`src/hdl/three_axis_pid_motor_mixer_macros.svh`:
```
// assertion macros shared by the mixer rtl
// the files that use them have clk_i and rst_ni in scope
`ifndef THREE_AXIS_PID_MOTOR_MIXER_MACROS_SVH
`define THREE_AXIS_PID_MOTOR_MIXER_MACROS_SVH
`ifndef NO_ASSERTIONS
// same-cycle implication, checked outside reset
`define TAPM_ASSERT(lbl, ante, cons, msg) \
  lbl: assert property (@(posedge clk_i) disable iff (!rst_ni) (ante) |-> (cons)) \
    else $error(msg);
// next-cycle implication, checked outside reset
`define TAPM_ASSERT_NEXT(lbl, ante, cons, msg) \
  lbl: assert property (@(posedge clk_i) disable iff (!rst_ni) (ante) |=> (cons)) \
    else $error(msg);
`else
`define TAPM_ASSERT(lbl, ante, cons, msg)
`define TAPM_ASSERT_NEXT(lbl, ante, cons, msg)
`endif
`endif

```
`src/hdl/tapm_pkg.sv`:
```
`timescale 1ns / 1ps

package tapm_pkg;

  // fixed point: 1/64 degree angles, q8.8 gains, terms in 2^-14 us
  localparam int FRAC_BITS = 14;
  localparam int ANGLE_W   = 16;
  localparam int ERR_W     = 17;
  localparam int DIFF_W    = 18;
  localparam int GAIN_W    = 16;
  localparam int LIMIT_W   = 10;
  localparam int THR_W     = 11;
  localparam int MOTOR_W   = 11;
  localparam int PROD_W    = 33;  // gain times error
  localparam int DPROD_W   = 34;  // gain times error difference
  localparam int INTEG_W   = 25;
  localparam int DERIV_W   = 33;
  localparam int TOTAL_W   = 25;
  localparam int SUM_W     = 35;
  localparam int MIX_W     = 28;

  localparam logic [THR_W-1:0]   IDLE_THROTTLE = 11'd1050;
  localparam logic [MOTOR_W-1:0] MOTOR_MIN     = 11'd1100;
  localparam logic [MOTOR_W-1:0] MOTOR_MAX     = 11'd2000;
  localparam logic [MOTOR_W-1:0] MOTOR_OFF     = 11'd1000;
  localparam logic [LIMIT_W-1:0] LIMIT_RESET   = 10'd400;

  // stream widths
  localparam int IN_TDATA_W  = 112;
  localparam int IN_TUSER_W  = 2;
  localparam int OUT_TDATA_W = 48;

  // configuration port
  localparam int APB_DATA_W = 32;
  localparam int CFG_ADDR_W = 5;
  localparam int CFG_IDX_W  = 3;

  localparam logic [CFG_IDX_W-1:0] REG_TILT_P       = 3'd0;
  localparam logic [CFG_IDX_W-1:0] REG_TILT_I       = 3'd1;
  localparam logic [CFG_IDX_W-1:0] REG_TILT_D       = 3'd2;
  localparam logic [CFG_IDX_W-1:0] REG_HEADING_P    = 3'd3;
  localparam logic [CFG_IDX_W-1:0] REG_HEADING_I    = 3'd4;
  localparam logic [CFG_IDX_W-1:0] REG_HEADING_D    = 3'd5;
  localparam logic [CFG_IDX_W-1:0] REG_TILT_LIMIT   = 3'd6;
  localparam logic [CFG_IDX_W-1:0] REG_HEADING_LIMIT = 3'd7;

  // per-stage loads and item flags shared by the three axis lanes
  typedef struct packed {
    logic ld1;
    logic ld2;
    logic ld3;
    logic ld4;
    logic in_tick;
    logic in_idle;
    logic s2_tick;
    logic s2_launch;
    logic s2_idle;
  } lane_ctrl_t;

endpackage

```
`src/hdl/tapm_mixer.sv`:
```
`timescale 1ns / 1ps
`include "three_axis_pid_motor_mixer_macros.svh"

module tapm_mixer import tapm_pkg::*; (
  input  logic                      clk_i,
  input  logic                      rst_ni,
  input  logic                      ld_i,
  input  logic                      idle_i,
  input  logic [THR_W-1:0]          thr_i,
  input  logic signed [TOTAL_W-1:0] roll_i,
  input  logic signed [TOTAL_W-1:0] pitch_i,
  input  logic signed [TOTAL_W-1:0] yaw_i,
  output logic [MOTOR_W-1:0]        left_front_o,
  output logic [MOTOR_W-1:0]        right_front_o,
  output logic [MOTOR_W-1:0]        left_back_o,
  output logic [MOTOR_W-1:0]        right_back_o
);

  localparam logic signed [MIX_W-1:0] MIX_LO =
    $signed({{(MIX_W-MOTOR_W-FRAC_BITS){1'b0}}, MOTOR_MIN, {FRAC_BITS{1'b0}}});
  localparam logic signed [MIX_W-1:0] MIX_HI =
    $signed({{(MIX_W-MOTOR_W-FRAC_BITS){1'b0}}, MOTOR_MAX, {FRAC_BITS{1'b0}}});

  function automatic logic [MOTOR_W-1:0] motor_clamp(input logic signed [MIX_W-1:0] v);
    if (v < MIX_LO) begin
      return MOTOR_MIN;
    end else if (v > MIX_HI) begin
      return MOTOR_MAX;
    end else begin
      return v[FRAC_BITS +: MOTOR_W];
    end
  endfunction

  logic signed [MIX_W-1:0] base, r, p, y;
  logic signed [MIX_W-1:0] mix_lf, mix_rf, mix_lb, mix_rb;
  logic [MOTOR_W-1:0]      lf_q, rf_q, lb_q, rb_q;

  assign base = $signed({{(MIX_W-THR_W-FRAC_BITS){1'b0}}, thr_i, {FRAC_BITS{1'b0}}});
  assign r    = $signed({{(MIX_W-TOTAL_W){roll_i[TOTAL_W-1]}}, roll_i});
  assign p    = $signed({{(MIX_W-TOTAL_W){pitch_i[TOTAL_W-1]}}, pitch_i});
  assign y    = $signed({{(MIX_W-TOTAL_W){yaw_i[TOTAL_W-1]}}, yaw_i});

  // x frame mixing
  assign mix_lf = base + r + p - y;
  assign mix_rf = base - r + p + y;
  assign mix_lb = base + r - p + y;
  assign mix_rb = base - r - p - y;

  always_ff @(posedge clk_i) begin
    if (ld_i) begin
      lf_q <= idle_i ? MOTOR_OFF : motor_clamp(mix_lf);
      rf_q <= idle_i ? MOTOR_OFF : motor_clamp(mix_rf);
      lb_q <= idle_i ? MOTOR_OFF : motor_clamp(mix_lb);
      rb_q <= idle_i ? MOTOR_OFF : motor_clamp(mix_rb);
    end
  end

  assign left_front_o  = lf_q;
  assign right_front_o = rf_q;
  assign left_back_o   = lb_q;
  assign right_back_o  = rb_q;

  `TAPM_ASSERT_NEXT(a_idle_off, ld_i && idle_i, (lf_q == MOTOR_OFF) && (rf_q == MOTOR_OFF) && (lb_q == MOTOR_OFF) && (rb_q == MOTOR_OFF), "idle throttle did not give motor off")

endmodule

```
`config.mk`:
```
export PLATFORM = sky130hd
export DESIGN_NAME = tapm_mixer
export DESIGN_NICKNAME = d
export VERILOG_FILES = /design/src/hdl/tapm_pkg.sv /design/src/hdl/tapm_mixer.sv
export VERILOG_INCLUDE_DIRS = /design/src /design/src/hdl
export SDC_FILE = /design/constraint.sdc
export NUM_CORES = 1
export LEC_CHECK = 0
export ABC_AREA = 1
export BUFFER_PORTS_ARGS = -buffer_cell sky130_fd_sc_hd__buf_2
export CAP_MARGIN = 25
export CORE_MARGIN = 8
export CORE_UTILIZATION = 48
export CTS_BUF_LIST = sky130_fd_sc_hd__clkbuf_8
export CTS_CLUSTER_DIAMETER = 40
export CTS_CLUSTER_SIZE = 25
export DETAILED_ROUTE_END_ITERATION = 7
export PLACE_DENSITY = 0.68
export SLEW_MARGIN = 15
export SYNTH_ARGS = -nofsm -noshare
export SYNTH_HDL_FRONTEND = slang
export SYNTH_SLANG_ARGS = --single-unit
```
`constraint.sdc`:
```
create_clock -name clk_i -period 4.9 [get_ports clk_i]
set_input_delay 0.98 -clock clk_i [delete_from_list [all_inputs] [get_ports clk_i]]
set_output_delay 0.98 -clock clk_i [all_outputs]
set_load 0.01 [all_outputs]
```
## Yosys cells after proc, flatten, opt, wreduce, memory -nomap -nowiden

Index checks and enable logic that the tools add are counted.

- Multiply operators: 0
- Mux-type cells: 8
- Reductions and logical operators: 8
- Add/sub/neg operators: 10
- Bitwise operators: 0
- Eq/ne operators: 0
- Magnitude comparators: 8
- Div/mod/pow operators: 0
- Shifts and indexed selects: 0

Operator list:

| kind | number |
|---|---|
| 28-bit by 26-bit > comparator with 1-bit output (second input constant) | 4 |
| 28-bit by 26-bit less-than comparator with 1-bit output (second input constant) | 4 |
| 11-bit two-way mux | 8 |
| 27-bit by 25-bit adder with 28-bit output | 2 |
| 28-bit by 25-bit adder with 28-bit output | 2 |
| 27-bit by 25-bit subtractor with 28-bit output | 2 |
| 28-bit by 25-bit subtractor with 28-bit output | 2 |
| 26-bit by 25-bit adder with 27-bit output | 1 |
| 26-bit by 25-bit subtractor with 27-bit output | 1 |
| 3-bit OR reduction | 4 |
| 2-bit OR reduction | 4 |

- Input port bits: 90
- Memories: 0
- Word-level logic and storage cells: 46
- Latch bits: 0
- Output and inout port bits: 44
- Bits in registers: 44
- ROM bits: 0
- Memory bits (writable): 0

## Logic depth before layout (Yosys ltp)

Gate-level depths: netlist (run 1).

- Word-level depth: 6
- Mapped depth: 35
- Gate-level depth less buffers: 35

## Least setup slack after synthesis (run 1)

OpenSTA, ideal clock, no wires.

- Kind: input to register
- Start point: input roll_i[0]
- End point: register rf_q[7], in the netlist right_front_o[7] (data pin)
- Cell stages on the path: 34
- Library setup time: 0.256 ns
- Data required time: 4.644 ns
- Arrival: 4.889 ns
- Slack: -0.245 ns
- Path buffers: 0
- Path through: inv_1 ha_1 nand3_1 nor2_1 nand3_1 nor2_2 a21boi_1 o21ai_1 inv_1 o21ai_2 nand2_1 nand2_1 nand2_1 nand2_1 xor2_1 fa_1 inv_1 ha_1 inv_1 nor3_1 nand2_1 nor2_1 nand2_1 nand3_1 nand2_1 nand2_2 nand2_1 nor2_2 and2_1 nand2_1 nand3_2 nand2_1 nand2_1 nand2_1

- Word-level cells in the longest chain between the ends: 6
- Elaborated cells between the ends (all ways): 7
- Classes of those cells: add/sub: 3; order compare: 2; mux: 2

RTL lines:

| item | line | text |
|---|---|---|
| start: declaration | tapm_mixer.sv:10 | `input logic signed [TOTAL_W-1:0] roll_i,` |
| 26-bit by 25-bit subtractor with 27-bit output (*) | tapm_mixer.sv:45 | `assign mix_rf = base - r + p + y;` |
| 27-bit by 25-bit adder with 28-bit output (*) | tapm_mixer.sv:45 |  |
| 28-bit by 25-bit adder with 28-bit output (*) | tapm_mixer.sv:45 |  |
| 28-bit by 26-bit > comparator with 1-bit output | tapm_mixer.sv:27 | `end else if (v > MIX_HI) begin` |
| 11-bit two-way mux | tapm_mixer.sv:27 |  |
| 11-bit two-way mux (*) | tapm_mixer.sv:25 | `if (v < MIX_LO) begin` |
| end signal: assignment | tapm_mixer.sv:52 | `rf_q <= idle_i ? MOTOR_OFF : motor_clamp(mix_rf);` |
| end: declaration | tapm_mixer.sv:36 | `logic [MOTOR_W-1:0] lf_q, rf_q, lb_q, rb_q;` |

Mark *: on every way between the ends. The rest lies on a longest branch, timed or not.
A chain may end at the register's enable or synchronous reset.

## Worst setup path in the final report (run 1)

Ends and elaborated chain as after synthesis.

==> impl_metrics.tcl, run 1 <==
set metrics [dict create \
    grt_pass1_wl_mm 85.93 \
    vias 17340 \
    crit_required_ps 4970 \
    dpl_worst_slack_ps -873.4 \
    die_h_um 192.8 \
    clock_path_buffers 2 \
    violations "setup timing" \
    grt-ovfl-total 0 \
    tritoncts "yes" \
    final_max_slew_viol_count 0 \
    drt_pre_antenna_iters 5 \
    pin_count 134 \
    setup_violations 29 \
    rsz0062_at_grt "yes" \
    syn-mean-instance-area_um2 5.847 \
    die_area_um2 37180 \
    worst_slack_ps -139.3 \
    endpoint_kind "flop" \
    path_depth 35 \
    areaGrowthSynthToFinish_pct 37.52 \
    worst_pin_slew_ps 828.4 \
    criticalPathCategory "in2reg" \
    place_congestion 0.9788 \
    seq_area_frac_synth_pct 8.803 \
    worst-path-buf-inv 5 \
    synth_seq_cells 44 \
    synth_area_um2 15010 \
    met1_length_mm 22.33 \
    min_from "ld_i" \
    grt_pass1_vias 17420 \
    critPathMaxStageDelay_ps 570 \
    fin_crit_sh_pct 102.8 \
    hold_violations 0 \
    grt_usage_pct 29.46 \
    crit_top_cell "nand2_1" \
    grt_max_degree 45 \
    cts_buffers 5 \
    irDropWorstVdd_v 0.0003429 \
    fp.dieW_um 192.8 \
    status "complete, but fails checks" \
    top_layer "met4" \
    rows 64 \
    drt_wl_total_mm 55.59 \
    hp-class "in2reg" \
    hold_ws_ps 1075 \
    p_per_area_nw_per_um2 413.8 \
    critPathLaunchType "input port" \
    antenna_left 0 \
    cellLeakagePower_nw 11.78 \
    cap_violations 0 \
    critPathArrivalTime_ps 5110 \
    htreeDepth 2 \
    fmax_mhz 198.4 \
    core_area_um2 30670 \
    wl_per_cell_um 16.03 \
    cts.sinks 44 \
    dp_hpwl_mm 47.83 \
    ys_warn_count 0 \
    mostFrequentLayoutCell "nand2_1" \
    clockRootBuffer "clkbuf_8" \
    met2_length_mm 27.88 \
    portBuffers 132 \
    layout-drive-gt1-share_pct 28.16 \
    final_cell_mix "nand2_1, inv_1, buf_4, nand3_1, nor2_1" \
    synthCells 2567 \
    cpMaxStageDelayCell "fa_1" \
    vias_per_cell 5.000 \
    min_period_ps 5039 \
    met3_length_mm 2.259 \
    crit_start "roll_i[0]" \
    drc 0 \
    critPathTopFamily "simple AND/OR/NAND/NOR gates" \
    holdPathStages 1 \
    cts.reportedPaths.clkPinSlew_ps 90 \
    syn-num-nets 2901 \
    start_util_pct 48.94 \
    antenna_found_initial 6 \
    cp_max_fo 5 \
    drt-initial-drc-count 987 \
    synth.distinct_cells 38 \
    finalNetCount 3398 \
    relSlewSlack_pct 44.71 \
]
## path summary, 6_finish.rpt
kind | end
hold / removal | right_front_o[8]$_SDFFCE_PP1P_
setup / recovery | right_front_o[7]$_SDFFCE_PP1P_
## logic make-up after synthesis
logic type	synth area share, %
fa+ha+maj	25.84
simple gates	40.82
flops	8.803
xor+xnor	3.443
compound gates	5.002
buf+inv	16.09
## power by group
part	internal [W]	switching (W)	total [W]
Combinational	0.00322	0.00445	0.00767
Clock	0.000151	0.000148	0.000299
Sequential	0.000551	0.0000235	0.000575
## flip-flops by register name (all words and copies together) (netlist names)
register / count
left_back_o: 11
left_front_o: 11
right_back_o: 11
right_front_o: 11
## stage by stage
step                      util (%)  total power, W  instances  setup TNS (ps)  instance area [um^2]
after floorplan                  -        0.004411       2567           -1267                 15160
after global placement       60.97        0.006994       3409          -26240                 18700
after detailed placement     60.97        0.007099       3409          -29440                 18700
after CTS                    64.67        0.007950       3442          -247.3                 19830
after global routing         67.30        0.009310       3467          -12280                 20640
final                        67.30        0.008541       3467           -2246                 20640
## layer usage
metal / global-route usage (%) / up-vias
met2: 54.02 / 439
met1: 33.40 / 8023
li1: - / 8706
met4: 14.16 / 0
met5: 0 / -
met3: 3.433 / 167
## timing repair
action                                  CTS  global route
setup buffers                            24            18
pin swaps                                84           122
gates cloned                              2             1
hold buffers                              0             0
endpoints found under the setup margin   40            40
resized for setup                       193           160
## cell usage after synthesis, drive strengths merged
cell | n | share of area (%)
a211oi | 1 | 0.050
a21boi | 2 | 0.10
a21o | 4 | 0.20
a21oi | 92 | 3.1
a221oi | 2 | 0.12
and2 | 10 | 0.42
buf | 1 | 0.033
clkbuf | 8 | 0.20
clkinv | 1 | 0.025
edfxtp | 44 | 8.8
fa | 110 | 15
ha | 134 | 11
inv | 633 | 16
nand2 | 947 | 24
nand2b | 1 | 0.042
nand3 | 189 | 6.7
nand3b | 19 | 0.95
nand4 | 40 | 1.7
nor2 | 208 | 5.8
nor3 | 22 | 1.0
nor4 | 3 | 0.13
o21a | 2 | 0.10
o21ai | 23 | 0.79
o21bai | 8 | 0.40
o22ai | 3 | 0.13
o31ai | 1 | 0.050
xnor2 | 9 | 0.53
xor2 | 50 | 2.9
## cell type report
cell class	count	area, um^2
flip-flops and latches	44	1321
clock inverters	3	42.54
multi-input cells	1883	12820
fillers	2868	10030
clock buffers	5	68.82
diodes	6	15.01
inverters	634	2411
repair buffers	496	3465
well taps	396	495.5
No activity file was read; power rests on OpenSTA's default activity.
==> inputs of run 2 (changes only) <==
--- a/config.mk
+++ b/config.mk
@@ -20,3 +20,4 @@
 export SYNTH_ARGS = -nofsm -noshare
 export SYNTH_HDL_FRONTEND = slang
 export SYNTH_SLANG_ARGS = --single-unit
+export TNS_END_PERCENT = 1
==> impl_metrics.tcl, run 2 (same netlist as run 1, synthesis figures left out) <==
set metrics [dict create \
    drt_wl_total_mm 55.58 \
    vias 17340 \
    hold_ws_ps 1060 \
    criticalPathCategory "in2reg" \
    fmax_mhz 194.5 \
    critPathMaxStageDelay_ps 590 \
    mostFrequentLayoutCell "nand2_1" \
    layout-drive-gt1-share_pct 26.38 \
    setup_violations 33 \
    drt-initial-drc-count 945 \
    drc 0 \
    die_area_um2 37180 \
    finalNetCount 3407 \
    grt_usage_pct 29.39 \
    regArea_um2 1321 \
    rows 64 \
    multi_input_area_um2 12580 \
    cts_buffers 5 \
    cellLeakagePower_nw 11.76 \
    hp-class "in2reg" \
    min_period_ps 5141 \
    final_max_slew_viol_count 0 \
    areaGrowthSynthToFinish_pct 36.20 \
    crit_required_ps 4960 \
    met1_usage_pct 32.93 \
    crit_top_cell "nand2_2" \
    violations "setup timing" \
    grt_max_degree 45 \
    endpoint_kind "flop" \
    vias_per_cell 4.988 \
    cpMaxStageDelayCell "fa_1" \
    dp_cells 3417 \
    pin_count 134 \
    clockRootBuffer "clkbuf_8" \
    relSlewSlack_pct 41.72 \
    p_per_area_nw_per_um2 403.3 \
    cp_max_fo 5 \
    drt_pre_antenna_iters 7 \
    hold_violations 0 \
    final_cell_mix "nand2_1, inv_1, buf_4, nand3_1, nor2_1" \
    layout.cells.non_filler 3477 \
    grt.met3_usage_pct 3.379 \
    rsz0062_at_grt "yes" \
    tritoncts "yes" \
    die_h_um 192.8 \
    wl_per_cell_um 15.99 \
    grt_pass1_vias 17490 \
    antenna_left 0 \
    htreeDepth 2 \
    critPathLaunchType "input port" \
    grt_pass1_wl_mm 85.47 \
    status "complete, but fails checks" \
    clock_path_buffers 2 \
    worst_slack_ps -240.8 \
    cts.reportedPaths.clkPinSlew_ps 100 \
    irDropWorstVdd_v 0.0003585 \
    cts.sinks 44 \
    antenna_found_initial 7 \
    dp_hpwl_mm 47.56 \
    grt_busiest_layer "met2" \
    grt-ovfl-total 0 \
    cap_violations 0 \
    start_util_pct 48.94 \
    portBuffers 132 \
    fin_crit_sh_pct 104.9 \
    critPathArrivalTime_ps 5200 \
    holdBufCountCts 0 \
    fp.dieW_um 192.8 \
    worst_pin_slew_ps 873.3 \
    n_fill_cell 2916 \
    core_area_um2 30670 \
    place_congestion 0.9786 \
    use_met2_pct 54.95 \
]
## run 2: what timing repair did
item	in CTS	in global routing
gates resized for setup	197	88
setup buffers	34	9
pin swaps	104	58
endpoints found under the setup margin	40	40
cloned	2	0
## run 2: final timing paths
kind      start                        endpoint  slack, ps  depth (start not counted)
max   roll_i[0]  right_front_o[8]$_SDFFCE_PP1P_       -240                         35
min        ld_i   right_back_o[2]$_SDFFCE_PP0P_       1060                          1
## run 2: metal layers
layer	vias up	part of all wire, %
li1	8706	-
met1	8068	40
met2	435	51
met3	134	3.8
met4	0	4.8
met5	-	0
## run 2: final cells by class
cell class | count | share of cell area, %
timing repair buffer | 506 | 17.34
antenna | 7 | 0.08569
clock buffer | 5 | 0.3366
sequential | 44 | 6.463
multi-input combinational | 1882 | 61.54
inverter | 634 | 11.74
clock inverter | 3 | 0.07345
tap | 396 | 2.424
## run 2: metrics by stage
| stage | cell area [um^2] | TNS (ps) | setup slack [ps] | utilization (%) | total power, W |
|---|---|---|---|---|---|
| after CTS | 19930 | -1732 | -96.58 | 64.97 | 0.007865 |
| after global routing | 20440 | -14120 | -460.2 | 66.65 | 0.009007 |
| after detailed placement | 18710 | -31460 | -1012 | 60.99 | 0.007061 |
| final | 20440 | -4297 | -240.8 | 66.65 | 0.008245 |
| after global placement | 18710 | -28200 | -956.6 | 60.99 | 0.006975 |
| after floorplan | 15100 | -2706 | -114.1 | - | 0.004389 |
## run 2: report_power, final
part / internal [W] / leakage, nW / total (W) / switching [W]
logic: 0.00313 / 11.3 / 0.00742 / 0.00430
registers: 0.000552 / 0.430 / 0.000579 / 0.0000269
clock network: 0.0000971 / 0.0430 / 0.000244 / 0.000146
total: 0.00378 / 11.8 / 0.00825 / 0.00447
## run 2: critical path, delay by kind of cell
family	cells	cell delay, ps
AOI/OAI and AO/OA	3	490
xor gates and xnor gates	1	80
adders and majority gates	3	1020
buffers and inverters	5	390
and+or+nand+nor	23	2220
